**src/brsd_pkg.sv**
```systemverilog
`timescale 1ns / 1ps
`default_nettype none
// ----------------------------------------------------------------------------
// Bitmap RLE span decoder package
// Shared types, record phases, result kinds and register indexes.
// ----------------------------------------------------------------------------
package brsd_pkg;

  localparam int MAX_DIM_DEFAULT = 16384;
  localparam int CFG_W = 15;
  localparam int CFG_INDEX_W = 2;
  localparam int SPAN_POS_W = 14;

  localparam logic [CFG_INDEX_W-1:0] CFG_IMAGE_WIDTH = 2'd0;
  localparam logic [CFG_INDEX_W-1:0] CFG_IMAGE_HEIGHT = 2'd1;
  localparam logic [CFG_INDEX_W-1:0] CFG_FOUR_BIT_MODE = 2'd2;

  localparam logic [CFG_W-1:0] IMAGE_WIDTH_RESET = 15'd1;
  localparam logic [CFG_W-1:0] IMAGE_HEIGHT_RESET = 15'd1;

  localparam logic KIND_SPAN = 1'b0;
  localparam logic KIND_END = 1'b1;

  localparam logic [7:0] ESC_LINE_END = 8'd0;
  localparam logic [7:0] ESC_BITMAP_END = 8'd1;
  localparam logic [7:0] ESC_DELTA = 8'd2;

  typedef enum logic [2:0] {
    PH_FIRST = 3'd0,
    PH_SECOND = 3'd1,
    PH_ABS_DATA = 3'd2,
    PH_ABS_PAD = 3'd3,
    PH_DELTA_X = 3'd4,
    PH_DELTA_Y = 3'd5
  } phase_t;

  typedef struct packed {
    logic [7:0] stream_byte;
    logic       frame_start;
  } in_t;

  typedef struct packed {
    logic                  result_kind;
    logic [SPAN_POS_W-1:0] span_column;
    logic [SPAN_POS_W-1:0] span_row;
    logic [7:0]            span_length;
    logic [7:0]            first_color;
    logic [7:0]            second_color;
  } out_t;

endpackage
`default_nettype wire

```
**src/bmp_rle_span_decoder.sv**
```systemverilog
`timescale 1ns / 1ps
`default_nettype none
// ----------------------------------------------------------------------------
// Bitmap RLE span decoder
// Decodes an RLE8 or RLE4 compressed bitmap byte stream into span writes.
// ----------------------------------------------------------------------------
// The decoder takes one compressed byte per cycle for as long as the result
// side keeps up. An accepted byte lands in an input register; from there the
// record update and span clipping for that byte run in one pass and the
// result, if any, is loaded into the output register. Bytes that produce no
// result still take one slot of that pass. A byte waits in the input register
// while a result is held by a stalled output, and the input stalls until it
// moves on. Registers must be written only while the decoder is idle;
// image_height is sampled at reset and at each frame start.
// ----------------------------------------------------------------------------
module bmp_rle_span_decoder #(
  parameter int MAX_DIM = brsd_pkg::MAX_DIM_DEFAULT
) (
  input  logic                             clk,
  input  logic                             rst,
  input  logic                             in_valid,
  output logic                             in_stall,
  input  brsd_pkg::in_t                    in_data,
  output logic                             out_valid,
  input  logic                             out_stall,
  output brsd_pkg::out_t                   out_data,
  input  logic                             cfg_wr_en,
  input  logic [brsd_pkg::CFG_INDEX_W-1:0] cfg_index,
  input  logic [brsd_pkg::CFG_W-1:0]       cfg_data
);

  localparam int DW = $clog2(MAX_DIM + 1);
  localparam int EW = (DW > brsd_pkg::CFG_W) ? DW : brsd_pkg::CFG_W;
  localparam int XW = ((DW > 8) ? DW : 8) + 1;

  logic [brsd_pkg::CFG_W-1:0] image_width;
  logic [brsd_pkg::CFG_W-1:0] image_height;
  logic                       four_bit_mode;

  brsd_pkg::phase_t phase, phase_next;
  logic [DW-1:0]    column_pos, column_pos_next;
  logic [DW-1:0]    row_pos, row_pos_next;
  logic [7:0]       held_first_byte, held_first_byte_next;
  logic [7:0]       absolute_left, absolute_left_next;
  logic             absolute_odd_bytes, absolute_odd_bytes_next;
  logic [7:0]       delta_columns, delta_columns_next;
  logic             decode_done, decode_done_next;

  logic           s1_valid;
  brsd_pkg::in_t  s1_data;
  brsd_pkg::out_t result;
  logic           emit;
  logic           advance;

  logic [DW-1:0] width_eff;
  logic [DW-1:0] height_eff;
  logic [7:0]    b;
  logic [7:0]    per_byte;
  logic [7:0]    take;
  logic [7:0]    want;
  logic [7:0]    row_sub;
  logic [XW-1:0] col_sum;
  logic [XW-1:0] row_diff;
  logic          row_negative;
  logic [7:0]    span_len;
  logic [7:0]    span_c0;
  logic [7:0]    span_c1;
  logic [DW-1:0] span_col_after;
  brsd_pkg::phase_t cur_phase;
  logic          cur_done;

  assign width_eff = (EW'(image_width) > EW'(MAX_DIM)) ? DW'(MAX_DIM) : DW'(image_width);
  assign height_eff = (EW'(image_height) > EW'(MAX_DIM)) ? DW'(MAX_DIM) : DW'(image_height);

  assign b = s1_data.stream_byte;
  assign cur_phase = s1_data.frame_start ? brsd_pkg::PH_FIRST : phase;
  assign cur_done = decode_done && !s1_data.frame_start;

  assign per_byte = four_bit_mode ? 8'd2 : 8'd1;
  assign take = (absolute_left < per_byte) ? absolute_left : per_byte;
  assign want = (phase == brsd_pkg::PH_SECOND) ? held_first_byte : take;

  assign row_sub = (phase == brsd_pkg::PH_DELTA_Y) ? b : 8'd1;
  assign col_sum = XW'(column_pos) + XW'(delta_columns);
  assign row_diff = XW'(row_pos) - XW'(row_sub);
  assign row_negative = row_diff[XW-1];

  brsd_span #(
    .MAX_DIM(MAX_DIM)
  ) u_span (
    .column_pos   (column_pos),
    .width_eff    (width_eff),
    .want         (want),
    .pix          (b),
    .four_bit_mode(four_bit_mode),
    .length       (span_len),
    .first_color  (span_c0),
    .second_color (span_c1),
    .column_after (span_col_after)
  );

  always_comb begin
    phase_next = phase;
    column_pos_next = column_pos;
    row_pos_next = row_pos;
    held_first_byte_next = held_first_byte;
    absolute_left_next = absolute_left;
    absolute_odd_bytes_next = absolute_odd_bytes;
    delta_columns_next = delta_columns;
    decode_done_next = decode_done;
    emit = 1'b0;
    result = '0;

    if (s1_data.frame_start) begin
      phase_next = brsd_pkg::PH_FIRST;
      column_pos_next = '0;
      row_pos_next = height_eff - DW'(1);
      held_first_byte_next = '0;
      absolute_left_next = '0;
      absolute_odd_bytes_next = 1'b0;
      delta_columns_next = '0;
      decode_done_next = 1'b0;
    end

    if (s1_data.frame_start && (height_eff == '0)) begin
      decode_done_next = 1'b1;
      emit = 1'b1;
      result.result_kind = brsd_pkg::KIND_END;
    end else if (!cur_done) begin
      case (cur_phase)
        brsd_pkg::PH_FIRST: begin
          held_first_byte_next = b;
          phase_next = brsd_pkg::PH_SECOND;
        end
        brsd_pkg::PH_SECOND: begin
          phase_next = brsd_pkg::PH_FIRST;
          if (held_first_byte != 8'd0) begin
            if (span_len != 8'd0) begin
              emit = 1'b1;
              column_pos_next = span_col_after;
            end
          end else if (b == brsd_pkg::ESC_LINE_END) begin
            row_pos_next = DW'(row_diff);
            column_pos_next = '0;
            if (row_negative) begin
              decode_done_next = 1'b1;
              emit = 1'b1;
              result.result_kind = brsd_pkg::KIND_END;
            end
          end else if (b == brsd_pkg::ESC_BITMAP_END) begin
            decode_done_next = 1'b1;
            emit = 1'b1;
            result.result_kind = brsd_pkg::KIND_END;
          end else if (b == brsd_pkg::ESC_DELTA) begin
            phase_next = brsd_pkg::PH_DELTA_X;
          end else begin
            absolute_left_next = b;
            absolute_odd_bytes_next = 1'b0;
            phase_next = brsd_pkg::PH_ABS_DATA;
          end
        end
        brsd_pkg::PH_ABS_DATA: begin
          absolute_left_next = absolute_left - take;
          absolute_odd_bytes_next = !absolute_odd_bytes;
          if (absolute_left_next == 8'd0) begin
            phase_next = absolute_odd_bytes_next ? brsd_pkg::PH_ABS_PAD : brsd_pkg::PH_FIRST;
          end
          if (span_len != 8'd0) begin
            emit = 1'b1;
            column_pos_next = span_col_after;
          end
        end
        brsd_pkg::PH_ABS_PAD: begin
          phase_next = brsd_pkg::PH_FIRST;
        end
        brsd_pkg::PH_DELTA_X: begin
          delta_columns_next = b;
          phase_next = brsd_pkg::PH_DELTA_Y;
        end
        default: begin
          phase_next = brsd_pkg::PH_FIRST;
          column_pos_next = DW'(col_sum);
          row_pos_next = DW'(row_diff);
          if (row_negative || (col_sum > XW'(width_eff))) begin
            decode_done_next = 1'b1;
            emit = 1'b1;
            result.result_kind = brsd_pkg::KIND_END;
          end
        end
      endcase
    end

    if (emit && (result.result_kind == brsd_pkg::KIND_SPAN)) begin
      result.span_column = brsd_pkg::SPAN_POS_W'(column_pos);
      result.span_row = brsd_pkg::SPAN_POS_W'(row_pos);
      result.span_length = span_len;
      result.first_color = span_c0;
      result.second_color = span_c1;
    end
  end

  assign advance = s1_valid && (!out_valid || !out_stall);
  assign in_stall = s1_valid && !advance;

  always_ff @(posedge clk) begin
    if (rst) begin
      image_width <= brsd_pkg::IMAGE_WIDTH_RESET;
      image_height <= brsd_pkg::IMAGE_HEIGHT_RESET;
      four_bit_mode <= 1'b0;
    end else if (cfg_wr_en) begin
      case (cfg_index)
        brsd_pkg::CFG_IMAGE_WIDTH: image_width <= cfg_data;
        brsd_pkg::CFG_IMAGE_HEIGHT: image_height <= cfg_data;
        brsd_pkg::CFG_FOUR_BIT_MODE: four_bit_mode <= cfg_data[0];
        default: begin
        end
      endcase
    end
  end

  always_ff @(posedge clk) begin
    if (rst) begin
      phase <= brsd_pkg::PH_FIRST;
      column_pos <= '0;
      row_pos <= DW'(brsd_pkg::IMAGE_HEIGHT_RESET) - DW'(1);
      held_first_byte <= '0;
      absolute_left <= '0;
      absolute_odd_bytes <= 1'b0;
      delta_columns <= '0;
      decode_done <= 1'b0;
    end else if (advance) begin
      phase <= phase_next;
      column_pos <= column_pos_next;
      row_pos <= row_pos_next;
      held_first_byte <= held_first_byte_next;
      absolute_left <= absolute_left_next;
      absolute_odd_bytes <= absolute_odd_bytes_next;
      delta_columns <= delta_columns_next;
      decode_done <= decode_done_next;
    end
  end

  always_ff @(posedge clk) begin
    if (rst) begin
      s1_valid <= 1'b0;
      out_valid <= 1'b0;
    end else begin
      if (in_valid && !in_stall) begin
        s1_valid <= 1'b1;
      end else if (advance) begin
        s1_valid <= 1'b0;
      end
      if (advance) begin
        out_valid <= emit;
      end else if (!out_stall) begin
        out_valid <= 1'b0;
      end
    end
  end

  always_ff @(posedge clk) begin
    if (in_valid && !in_stall) begin
      s1_data <= in_data;
    end
    if (advance) begin
      out_data <= result;
    end
  end

endmodule
`default_nettype wire

```
**src/brsd_span.sv**
```systemverilog
`timescale 1ns / 1ps
`default_nettype none
// ----------------------------------------------------------------------------
// Span writer
// Clips a requested pixel count at the row width, gives the column after the
// span, and in four-bit mode splits the pixel byte into two nibble colors.
// ----------------------------------------------------------------------------
module brsd_span #(
  parameter int MAX_DIM = brsd_pkg::MAX_DIM_DEFAULT,
  localparam int DW = $clog2(MAX_DIM + 1)
) (
  input  logic [DW-1:0] column_pos,
  input  logic [DW-1:0] width_eff,
  input  logic [7:0]    want,
  input  logic [7:0]    pix,
  input  logic          four_bit_mode,
  output logic [7:0]    length,
  output logic [7:0]    first_color,
  output logic [7:0]    second_color,
  output logic [DW-1:0] column_after
);

  localparam int CW = (DW > 8) ? DW : 8;

  logic [DW-1:0] room;

  assign room = (column_pos < width_eff) ? (width_eff - column_pos) : '0;
  assign length = (CW'(want) < CW'(room)) ? want : 8'(room);
  assign column_after = column_pos + DW'(length);

  always_comb begin
    if (four_bit_mode) begin
      first_color = {4'h0, pix[7:4]};
      second_color = {4'h0, pix[3:0]};
    end else begin
      first_color = pix;
      second_color = pix;
    end
  end

endmodule
`default_nettype wire
```
**config.mk**
```make
export PLATFORM = sky130hd
export DESIGN_NAME = bmp_rle_span_decoder
export DESIGN_NICKNAME = d
export VERILOG_FILES = /design/src/brsd_pkg.sv /design/src/bmp_rle_span_decoder.sv /design/src/brsd_span.sv
export SDC_FILE = /design/constraint.sdc
export NUM_CORES = 1
export LEC_CHECK = 0
export BUFFER_PORTS_ARGS = -buffer_cell sky130_fd_sc_hd__buf_2
export CORE_MARGIN = 2
export CORE_UTILIZATION = 53
export CTS_CLUSTER_SIZE = 25
export DETAILED_ROUTE_END_ITERATION = 6
export PLACE_DENSITY_LB_ADDON = 0.1
export SETUP_SLACK_MARGIN = 0.1
export SLEW_MARGIN = 0
export SYNTH_ARGS = -nofsm -noshare
export SYNTH_HDL_FRONTEND = slang
export SYNTH_SLANG_ARGS = --single-unit
export TNS_END_PERCENT = 10
```
**constraint.sdc**
```tcl
create_clock -name clk -period 7.3 [get_ports clk]
set_input_delay 0.365 -clock clk [delete_from_list [all_inputs] [get_ports clk]]
set_output_delay 0.365 -clock clk [all_outputs]
set_load 0.02 [all_outputs]
```
# After elaboration in Yosys (flattened, before gate mapping)
# Cells that the tools add are included.
# totals
regBits	150
# op_classes
n_eq_ne	11
bitwise	2
add_sub_neg	6
magnitude_cmp	6
mux	82
n_reduce_logical	28
# ops
cell	count
15-bit 2-to-1 mux	14
8-bit 2-to-1 mux	19
15-bit one-hot mux with 3 select lines	1
15-bit greater-than comparator (second input constant)	2
1-bit 2-to-1 mux	30
15-bit one-hot mux with 2 select lines	1
3-bit 2-to-1 mux	8
15-bit by 8-bit adder with 16-bit output	1
16-bit by 15-bit greater-than comparator with 1-bit output	1
8-bit zero test	2
8-bit one-hot mux with 2 select lines	1
8-bit nonzero test	2
15-bit by 8-bit subtractor with 16-bit output	1
15-bit by 8-bit adder with 15-bit output	1
15-bit zero test	1
15-bit < comparator	1
8-bit by 15-bit < comparator with 1-bit output	1
15-bit by 1-bit subtractor with 15-bit output (second input constant)	1
15-bit subtractor	1
3-bit one-hot mux with 4 select lines	1
8-bit by 1-bit equality test with 1-bit output (second input constant)	1
8-bit by 2-bit equality test with 1-bit output (second input constant)	1
8-bit by 2-bit < comparator with 1-bit output	1
8-bit subtractor	1
other kinds (21)	41

# Depth between registers and ports, before layout
# Gate-level depths: netlist of run 1.
# logic_depth
depth_word	15
ltp_mapped	34

# By module
# Synthesis of run 1 repeated with hierarchy kept, for this count alone.
# hier_totals
cells_unflattened	1221
area_unflattened_um2	10485.1
# modules_own_cells
module	cells_per_inst	n_inst	seq_area_each_um2	area_each_um2
bmp_rle_span_decoder	968	1	3703.6	8639.5
brsd_span	253	1	0.0	1845.5

# Worst setup path after synthesis of run 1
# Ideal clock, no wire load.
# synth_path
path_kind	register to register
startpoint	register image_width[14] (netlist bit)
endpoint	register column_pos[12]
arrival_time_ns	6.704
stages_incl_launch_ff	34
path_slack_ns	0.513
path_buffers	3
path_cell_list	dfxtp_1 inv_2 clkbuf_1 nand2_1 inv_1 ha_1 clkbuf_1 nand4_1 or4_4 a21oi_1 o21ai_0 or2_2 ha_1 a21oi_1 nor2_1 nor4_1 nand2_1 o31ai_2 or2_2 clkbuf_1 mux2i_1 ha_1 inv_1 fa_1 nor2b_1 o21ai_0 a21boi_0 o21a_1 o21a_1 o21ai_0 a21oi_1 o31ai_2 o311a_1 o221ai_1
# synth_between
elab_chain_cells	12
elab_cells_between_ends	14
# synth_rtl
item	line	rtl
start, declared	bmp_rle_span_decoder.sv:36	logic [brsd_pkg::CFG_W-1:0] image_width;
start signal, assigned	bmp_rle_span_decoder.sv:207	image_width <= brsd_pkg::IMAGE_WIDTH_RESET;
start signal, assigned	bmp_rle_span_decoder.sv:212	brsd_pkg::CFG_IMAGE_WIDTH: image_width <= cfg_data;
15-bit greater-than comparator	bmp_rle_span_decoder.sv:72	assign width_eff = (EW'(image_width) > EW'(MAX_DIM)) ? DW'(MAX_DIM) : DW'(image_width);
15-bit 2-to-1 mux (*)	bmp_rle_span_decoder.sv:72	
15-bit subtractor or 15-bit < comparator (tied branches)	brsd_span.sv:27	assign room = (column_pos < width_eff) ? (width_eff - column_pos) : '0;
15-bit 2-to-1 mux (*)	brsd_span.sv:27	
8-bit by 15-bit < comparator with 1-bit output	brsd_span.sv:28	assign length = (CW'(want) < CW'(room)) ? want : 8'(room);
8-bit 2-to-1 mux (*)	brsd_span.sv:28	
named net span_len[0]	bmp_rle_span_decoder.sv:65	logic [7:0] span_len;
15-bit by 8-bit adder with 15-bit output or 8-bit nonzero test (tied branches)	brsd_span.sv:29, bmp_rle_span_decoder.sv:138, bmp_rle_span_decoder.sv:168	
15-bit 2-to-1 mux (*)	bmp_rle_span_decoder.sv:138, bmp_rle_span_decoder.sv:168	
15-bit 2-to-1 mux	bmp_rle_span_decoder.sv:137	if (held_first_byte != 8'd0) begin
15-bit one-hot mux with 3 select lines (*)	bmp_rle_span_decoder.sv:130	case (cur_phase)
15-bit 2-to-1 mux (*)	bmp_rle_span_decoder.sv:129	end else if (!cur_done) begin
15-bit 2-to-1 mux (*)	bmp_rle_span_decoder.sv:125	if (s1_data.frame_start && (height_eff == '0)) begin
end signal, assigned	bmp_rle_span_decoder.sv:233	column_pos <= column_pos_next;
end, declared	bmp_rle_span_decoder.sv:41	logic [DW-1:0] column_pos, column_pos_next;
# Mark *: on every way through the listed nets, which the timed path passes. The rest lies on a longest branch.
# A chain may end at the register's enable or synchronous reset.

# Final worst setup path of run 1
# layout_path
startpoint	register column_pos[8]
endpoint	register column_pos[12]
# layout_between
elab_chain_cells	10
elab_cells_between_ends	13
# layout_rtl
item	line
15-bit subtractor or 15-bit < comparator (tied branches)	brsd_span.sv:27
15-bit 2-to-1 mux (*)	brsd_span.sv:27
8-bit by 15-bit < comparator with 1-bit output	brsd_span.sv:28
8-bit 2-to-1 mux (*)	brsd_span.sv:28
named net span_len[0]	bmp_rle_span_decoder.sv:65
15-bit by 8-bit adder with 15-bit output or 8-bit nonzero test (tied branches)	brsd_span.sv:29, bmp_rle_span_decoder.sv:138, bmp_rle_span_decoder.sv:168
15-bit 2-to-1 mux (*)	bmp_rle_span_decoder.sv:138, bmp_rle_span_decoder.sv:168
15-bit 2-to-1 mux	bmp_rle_span_decoder.sv:137
15-bit one-hot mux with 3 select lines (*)	bmp_rle_span_decoder.sv:130
15-bit 2-to-1 mux (*)	bmp_rle_span_decoder.sv:129
15-bit 2-to-1 mux (*)	bmp_rle_span_decoder.sv:125
# Marks and branches as above.

==> results of run 1 <==
[path summary, 6_finish.rpt]
check / depth (start not counted) / slack, ns / to / startpoint
worst max register to register: 28 / 0.55 / column_pos[12] / column_pos[8]
worst min register to register: 2 / 0.48 / held_first_byte[3] / held_first_byte[3]
worst max-delay path: 28 / 0.55 / column_pos[12] / column_pos[8]
worst min-delay path: 1 / 0.11 / b[6] / in_data[7]
[state kept, by name, summed over array words and instances (netlist names)]
register and count:
out_data 49, four_bit_mode 1, image_width 15, absolute_left 8
decode_done 1, row_pos 15, s1_data 1, delta_columns 8
absolute_odd_bytes 1, phase 3, b 8, s1_valid 1
image_height 15, out_valid 1, held_first_byte 8, column_pos 15
[repair_timing]
| item | in CTS | in global routing |
|---|---|---|
| setup buffers | 0 | 2 |
| setup endpoints to repair | 0 | 8 |
| hold buffers | 0 | 0 |
| gates resized for setup | 0 | 23 |
[through the flow]
step           worst slack (ns)  power [W]  area [um^2]  instances  utilization (%)
6_report                  0.553    0.00230        12000       1686             59.9
5_1_grt                  0.0621    0.00239        12000       1686             59.9
4_1_cts                   0.138    0.00228        11900       1684             59.3
3_5_place_dp              0.196    0.00141        11400       1652             56.5
3_3_place_gp              0.489    0.00141        11400       1652             56.5
2_1_floorplan             0.513    0.00128        10800       1356                -
[final cells by class]
cell class / count / area, um^2 / area share (%)
clock buffer: 18 / 429 / 3.57
clock inverter: 14 / 139 / 1.15
inverter: 74 / 280 / 2.33
multi-input combinational: 1055 / 6690 / 55.6
sequential: 150 / 3580 / 29.8
tap: 270 / 338 / 2.81
timing repair buffer: 105 / 576 / 4.78
[critical path, delay by kind of cell (launching register included)]
kind | cells | cell delay [ns]
AOI/OAI and AO/OA | 13 | 2.39
adders and majority gates | 4 | 1.37
buffers and inverters | 2 | 0.22
DFF | 1 | 0.51
muxes | 1 | 0.25
and+or+nand+nor | 8 | 1.93
[power groups by stage]
| stage | clock network [W] | registers [W] | logic, W |
|---|---|---|---|
| floorplan | 0 | 0.000946 | 0.000337 |
| global placement | 0 | 0.000945 | 0.000467 |
| detailed placement | 0 | 0.000945 | 0.000469 |
| CTS | 0.000886 | 0.000926 | 0.000472 |
| global route | 0.000916 | 0.000931 | 0.000539 |
| finish | 0.000875 | 0.000928 | 0.000494 |
[Yosys cell counts (all sizes together) (9+ instances only)]
library cell and instances:
nor2 123, and2 28, a22oi 15, o22ai 12, ha 65, o21ai 72, o211ai 20, mux2i 15
a221oi 9, and3 14, a31oi 18, a21oi 128, nand2 190, dfxtp 92, o31ai 11, a21o 24
a211oi 12, nor4 24, nand2b 11, nor2b 16, clkbuf 57, nand4 14, xor2 13, inv 73
edfxtp 58, o21a 11, nor3 30, xnor2 27, nand3 39, buf 20, or3 9
[cell families after synthesis]
| group | count (synthesis) | share of synthesized area (%) |
|---|---|---|
| AO/OA/AOI/OAI | 398 | 24.4 |
| XOR/XNOR | 40 | 3.25 |
| adder cells (fa/ha/maj) | 69 | 8.28 |
| buffers and inverters | 151 | 5.66 |
| flip-flops | 150 | 33.2 |
| multiplexers | 19 | 1.84 |
| AND/OR/NAND/NOR | 529 | 23.3 |
[metal layers]
layer | wire length (um) | GRT usage, %
met5 | 0 | 0
met4 | 1030 | 11.2
met3 | 3060 | 6.97
met2 | 14700 | 47.2
met1 | 14600 | 42.4
==> impl_results.md, run 1 <==
* Worst-path clk slew at 0.07 ns
* Most frequent cells in the layout: nand2_1, a21oi_1, nor2_1, dfxtp_1, buf_2
* DR vias at 10,500
* Minimum clock period at 6.75 ns
* Wire length per cell at 19.8 um
* Ys flop type: dfxtp_1
* Final ANT Viol Nets at 0
* Element type at the critical path end: flip-flop
* Die H at 147 um
* Most common cell after layout, fill and taps aside: nand2_1
* Final hold violations at 0
* Latest clock arrival within the worst-skew pair at 0.43 ns
* First-pass GRT wire length at 51.9 mm
* Sw frac at 32.6%
* Synth top area cells: dfxtp_1, edfxtp_1, ha_1
* Worst-case clock skew at 0.00879 ns
* Synth area leader: dfxtp_1
* CTS tree: yes
* Hold Path Class: in -> reg
* Placement Rows at 52
* Sequential share of power at 40.4%
* Number of vias per cell at 6.21
* TritonRoute pass-1 iters at 5
* CTS Buf Count at 17
* Core Box Area at 20,100 um^2
* # nets final at 1,503
* Die width at 147 um
* Register area share after synthesis at 33.2%
* Startpoint Class: flip-flop
* Seq cells post-synth at 150
* Part of the cycle the worst path needs at 92.4%
* Vias in the first global route at 9,495
* Worst path slowest cell: or4_4
* Ant. Diodes at 0
* YS warnings at 0
* Internal at 0.00155 W
* Clock Power Share at 38.1%
* Mapped Cells at 1,356
* Final setup fails at 0
* Status: complete, no violations
* Max_cap viols at 0
* Critical path class: reg -> reg
* Ys async rst share at 0%
* Area share of the largest cell type after synthesis at 17.1%
* NetSw at 0.000749 W
* Least-Margin Pin Slew at 1.18 ns
* Total grt overflow at 0
* Largest stage delay on the critical path at 0.60 ns
* Overall Global Routing Usage at 30.7%
* Placer Congestion at 0.945
* Mapped Area at 10,800 um^2
* Worst path arrival time at 7.09 ns
* Crit path max fanout at 10
* Post-synth cell types at 89
* Comb pwr share at 21.5%
* Pleak at 4.86 nW
* Share of layout cells above drive strength 1 at 13.1%
* Syn nets at 1,456
* Required @ worst endpoint at 7.65 ns
* Max-slew headroom at 21.1%
* Initial antenna violation count at 0
* Layout Area Growth over Synthesis at 11.5%
* Largest net degree at the start of global routing at 83
* IO Port Bufs at 85
* Final Max Slew Viols at 0
* Clk sink count at 150
* Htree depth at 4
* Root buf cell: clkbuf_16
* EDFF count, synth at 58
* Final worst hold slack at 0.108 ns
* Pwr/cell area at 191 nW/um^2
* Syn avg cell area at 7.96 um^2
* Filler cells at 1,868
* Initial Utilization at 53.7%
* Initial DRC count at 1,062
* Peak VDD IR at 0.000143 V
* Final wirelength at 33.3 mm
* Dpl hpwl at 24.3 mm
* Die area at 21,500 um^2
* Max Fclk at 148 MHz
* RSZ-0062 raised after global routing: no
* CTS max path bufs at 2
* IO Pins at 86
* Residual DRC count at 0
* Setup tns final at 0 ns
Power figures use the tool's default switching activity.
==> inputs of run 2 (changes only) <==
--- a/config.mk
+++ b/config.mk
@@ -5,12 +5,13 @@
 export SDC_FILE = /design/constraint.sdc
 export NUM_CORES = 1
 export LEC_CHECK = 0
+export ABC_AREA = 1
 export BUFFER_PORTS_ARGS = -buffer_cell sky130_fd_sc_hd__buf_2
 export CORE_MARGIN = 2
 export CORE_UTILIZATION = 53
 export CTS_CLUSTER_SIZE = 25
 export DETAILED_ROUTE_END_ITERATION = 6
-export PLACE_DENSITY_LB_ADDON = 0.1
+export PLACE_DENSITY = 0.83
 export SETUP_SLACK_MARGIN = 0.1
 export SLEW_MARGIN = 0
 export SYNTH_ARGS = -nofsm -noshare
==> impl_results.md, run 2 <==
* Status: complete, no violations
* Total grt overflow at 0
* Min-delay src: in_data[6]
* RSZ-0062 raised after global routing: no
* Number of vias per cell at 5.69
* R2r startpoint: image_width[2]
* Ys async rst share at 0%
* Required @ worst endpoint at 7.66 ns
* CTS tree: yes
* Area share of the largest cell type after synthesis at 16.8%
* Worst path arrival time at 6.68 ns
* Synth area leader: dfxtp_1
* Hold Path Class: in -> reg
* IO Port Bufs at 85
* Worst-case clock skew at 0.0110 ns
* DR vias at 11,100
* Seq cells post-synth at 150
* First-pass GRT wire length at 50.9 mm
* Htree depth at 4
* Overall Global Routing Usage at 28.9%
* Largest Register: out_data
* Mapped Area at 11,000 um^2
* Root buf cell: clkbuf_16
* Vias in the first global route at 10,300
* Filler cells at 1,891
* Initial antenna violation count at 0
* Initial DRC count at 798
* Final worst hold slack at 0.101 ns
* Busiest layer in global routing: met2
* Share of layout cells above drive strength 1 at 9.76%
* Met1 Resource Use GR at 37.8%
* Residual DRC count at 0
* Final Max Slew Viols at 0
* Initial Utilization at 54.1%
* Pleak at 5.67 nW
* Latest clock arrival within the worst-skew pair at 0.44 ns
* Most common cell after layout, fill and taps aside: nand2_1
* Postcts setup bufs at 0
* Crit. Startpoint: image_width[2]
* Max reg flops at 49
* CTS max path bufs at 2
* Startpoint Class: flip-flop
* Synth top area cells: dfxtp_1, edfxtp_1, nand2_1
* M2 GR Usage at 47.2%
* Largest stage delay on the critical path at 0.44 ns
* Placement Rows at 52
* Post-route insts no fill at 1,950
* Dpl hpwl at 23.0 mm
* Register area share after synthesis at 32.6%
* Largest net degree at the start of global routing at 84
* Max-slew headroom at 31.8%
* Die H at 148 um
* Ant. Diodes at 0
* M3 GR Usage at 5.59%
* Core Box Area at 20,300 um^2
* Max_cap viols at 0
* Post-synth cell types at 53
* Placer Congestion at 0.986
* Final setup fails at 0
* TritonRoute pass-1 iters at 5
* Mapped Cells at 1,619
* CTS resizes at 0
* Minimum clock period at 6.33 ns
* Max Fclk at 158 MHz
* YS warnings at 0
* Syn nets at 1,719
* Final hold violations at 0
* Layout Area Growth over Synthesis at 10.1%
* Die width at 148 um
* Final wirelength at 31.6 mm
* Cell with the most instances after synthesis: nand2_1
* Ys flop type: dfxtp_1
* Worst-path clk slew at 0.06 ns
* Element type at the critical path end: flip-flop
* # nets final at 1,767
* Critical path class: reg -> reg
* Clk sink count at 150
* Crit path max fanout at 17
* Most frequent cells in the layout: nand2_1, inv_1, nor2_1, a21oi_1, o21ai_0
* Die area at 21,900 um^2
* Pre-CTS WS at 1.11 ns
* Part of the cycle the worst path needs at 86.7%
* Least-Margin Pin Slew at 1.02 ns
* Final ANT Viol Nets at 0
* CTS Buf Count at 17
* Final WS setup at 0.973 ns
* Hold-fix buffers, CTS at 0
* Post-Place Cells at 1,918
* Pwr/cell area at 216 nW/um^2
* EDFF count, synth at 58
* Peak VDD IR at 0.000170 V
* Flop2flop setup slack at 0.97 ns
* Wire length per cell at 16.2 um
* Syn avg cell area at 6.78 um^2
* CP most frequent cell: nand2_1
* Setup tns final at 0 ns
* Worst path slowest cell: dfxtp_1
* Most frequent cells after synthesis: nand2_1, inv_1, nor2_1
* IO Pins at 86
run 2: changes by cell type after synthesis, sizes merged, moves of 15 or more:
cell,before,now
o21ai,72,111
nor4,24,9
nand2,190,389
nor2b,16,0
a21o,24,2
xor2,13,29
xnor2,27,10
inv,73,217
nand3,39,86
and2,28,1
nor2,123,202
mux2i,15,0
run 2: worst paths after layout:
kind	endpoint	cells past startpoint
worst min-delay path	b[5]	1
worst min register to register	held_first_byte[4]	2
worst max register to register	column_pos[14]	46
worst max-delay path	column_pos[14]	46
run 2: kinds of logic (layout without fill, tap and decap cells):
| family | Yosys count | after routing | synth area share, % |
|---|---|---|---|
| flops | 150 | 150 | 32.6 |
| buf+inv | 287 | 348 | 10.2 |
| simple gates | 738 | 738 | 28.4 |
| xor+xnor | 39 | 39 | 3.11 |
| compound gates | 336 | 336 | 17.5 |
| fa+ha+maj | 69 | 69 | 8.14 |
run 2: per-stage QoR:
stage / utilization (%) / instance area, um^2 / power, W
floorplan: - / 11000 / 0.00159
global placement: 56.9 / 11500 / 0.00177
detailed placement: 56.9 / 11500 / 0.00177
CTS: 59.6 / 12100 / 0.00260
global route: 59.6 / 12100 / 0.00274
finish: 59.6 / 12100 / 0.00261
run 2: worst max-delay path: cells and delay by family, from the launching register on:
kind	cells	cell delay, ns
XOR/XNOR	1	0.15
AND/OR/NAND/NOR	27	2.46
adder cells (fa/ha/maj)	4	1.15
flip-flops	1	0.44
buffers and inverters	5	0.34
AO/OA/AOI/OAI	9	1.75
run 2: power by group:
group / switching (W) / leakage (nW) / total, W / internal [W]
sequential: 0.0000349 / 1.33 / 0.000939 / 0.000904
clock: 0.000365 / 0.264 / 0.000831 / 0.000466
combinational: 0.000575 / 4.08 / 0.000839 / 0.000264
run 2: final cells by class:
type | instances | area (um^2) | area share [%]
clock inverters | 13 | 109 | 0.900
multi-input cells | 1182 | 6280 | 52.0
repair buffers | 94 | 505 | 4.18
flip-flops and latches | 150 | 3580 | 29.6
clock buffers | 19 | 433 | 3.58
inverters | 222 | 836 | 6.91
well taps | 270 | 338 | 2.79
run 2: layer usage:
metal | up-vias | share of wire (%) | routed length [um]
li1 | 5445 | - | -
met1 | 5104 | 43 | 13500
met2 | 473 | 46 | 14500
met3 | 81 | 7.9 | 2510
met4 | 0 | 3.3 | 1060
met5 | - | 0 | 0
==> inputs of run 3 (changes only) <==
--- a/config.mk
+++ b/config.mk
@@ -5,7 +5,6 @@
 export SDC_FILE = /design/constraint.sdc
 export NUM_CORES = 1
 export LEC_CHECK = 0
-export ABC_AREA = 1
 export BUFFER_PORTS_ARGS = -buffer_cell sky130_fd_sc_hd__buf_2
 export CORE_MARGIN = 2
 export CORE_UTILIZATION = 53
==> impl_results.md, run 3 (synthesized netlist as in run 1, its figures left out) <==
* IO Pins at 86
* Die width at 147 um
* Root buf cell: clkbuf_16
* Worst-case clock skew at 0.0132 ns
* Largest net degree at the start of global routing at 83
* Least-Margin Pin Slew at 1.28 ns
* Latest clock arrival within the worst-skew pair at 0.44 ns
* CTS tree: yes
* Residual DRC count at 0
* Post-route insts no fill at 1,689
* Clk sink count at 150
* Vias in the first global route at 9,878
* Worst path arrival time at 7.21 ns
* Crit path max fanout at 17
* Status: complete, no violations
* Placer Congestion at 0.978
* Final hold violations at 0
* Overall Global Routing Usage at 30.5%
* Area after DPL at 11,400 um^2
* Die H at 147 um
* Area of the multi-input gates at 6670 um^2
* Max reg flops at 49
* Total grt overflow at 0
* Worst Reg-to-Reg Cells at 30
* Dpl hpwl at 24.1 mm
* Initial antenna violation count at 0
* Pwr/cell area at 197 nW/um^2
* Wire length per cell at 19.9 um
* First-pass GRT wire length at 52.6 mm
* Initial Utilization at 53.7%
* Most frequent cells in the layout: nand2_1, a21oi_1, nor2_1, dfxtp_1, buf_2
* Largest Register: out_data
* Filler cells at 1,717
* # nets final at 1,506
* IO Port Bufs at 85
* Htree depth at 4
* Final ANT Viol Nets at 0
* Part of the cycle the worst path needs at 93.8%
* Element type at the critical path end: flip-flop
* Max Fclk at 146 MHz
* Final worst hold slack at 0.0986 ns
* Peak VDD IR at 0.000166 V
* Initial DRC count at 1,484
* Share of layout cells above drive strength 1 at 13.0%
* TritonRoute pass-1 iters at 7
* Layout Area Growth over Synthesis at 12.1%
* DR vias at 11,000
* Design area at 12,100 um^2
* RSZ-0062 raised after global routing: no
* CTS max path bufs at 2
* Ant. Diodes at 0
* Setup tns final at 0 ns
* Worst path slowest cell: or4_4
* Final setup fails at 0
* Minimum clock period at 6.85 ns
* Startpoint Class: flip-flop
* Number of vias per cell at 6.49
* Pleak at 4.92 nW
* Core Box Area at 20,100 um^2
* Placement Rows at 52
* Hold Path Class: in -> reg
* Worst hold path depth at 1
* Post-Place Cells at 1,655
* Max-slew headroom at 13.9%
* Die area at 21,500 um^2
* Largest stage delay on the critical path at 0.61 ns
* Most common cell after layout, fill and taps aside: nand2_1
* Critical path class: reg -> reg
* Reg area at 3580 um^2
* Worst-path clk slew at 0.07 ns
* Max_cap viols at 0
* Final wirelength at 33.7 mm
* CTS Buf Count at 17
* CP most frequent cell: o21ai_0
* Final Max Slew Viols at 0
* Required @ worst endpoint at 7.66 ns
-- run 3: critical path, delay by kind of cell, from the launching register on --
kind | cells | cell delay [ns]
multiplexers | 1 | 0.27
adder cells (fa/ha/maj) | 4 | 1.34
buffers and inverters | 3 | 0.22
flip-flops | 1 | 0.41
AND/OR/NAND/NOR | 9 | 2.07
AO/OA/AOI/OAI | 13 | 2.45
-- run 3: report_power, final --
part | switching (W) | total (W) | internal, W
combinational | 0.000329 | 0.000504 | 0.000175
clock | 0.000420 | 0.000952 | 0.000532
sequential | 0.0000328 | 0.000929 | 0.000896
-- run 3: layer usage --
layer | wire [um] | vias up | global-route usage, % | part of all wire (%)
li1 | - | 5027 | - | -
met1 | 13500 | 5125 | 41.6 | 40
met2 | 15200 | 685 | 48.5 | 45
met3 | 3640 | 127 | 5.25 | 11
met4 | 1310 | 0 | 11.8 | 3.9
met5 | 0 | - | 0 | 0
-- run 3: final timing paths --
check | from | slack, ns | to
worst max-delay path | image_width[14] | 0.45 | column_pos[12]
worst min-delay path | in_data[6] | 0.1 | b[5]
worst max register to register | image_width[14] | 0.45 | column_pos[12]
worst min register to register | held_first_byte[6] | 0.48 | held_first_byte[6]
-- run 3: cell type report --
cell class	count	area share [%]
Tap cell	270	2.79
Sequential cell	150	29.6
Inverter	74	2.32
Timing Repair Buffer	108	4.95
Clock buffer	18	3.63
Clock inverter	14	1.49
Multi-Input combinational cell	1055	55.2
-- run 3: repair_timing --
item                                    4_1_cts  5_1_grt
gates resized for setup                       2       17
endpoints found under the setup margin        3        8
buffers inserted                              0        2
hold buffers                                  0        0
endpoints found under the hold margin         0        0
pin swaps                                     0        2
-- run 3: stage by stage --
step / util, % / setup slack, ns / power (W)
CTS: 59.7 / 0.136 / 0.00235
global route: 60.2 / 0.0137 / 0.00246
global placement: 56.6 / 0.364 / 0.00140
floorplan: - / 0.513 / 0.00128
finish: 60.2 / 0.451 / 0.00238
detailed placement: 56.6 / 0.0479 / 0.00141
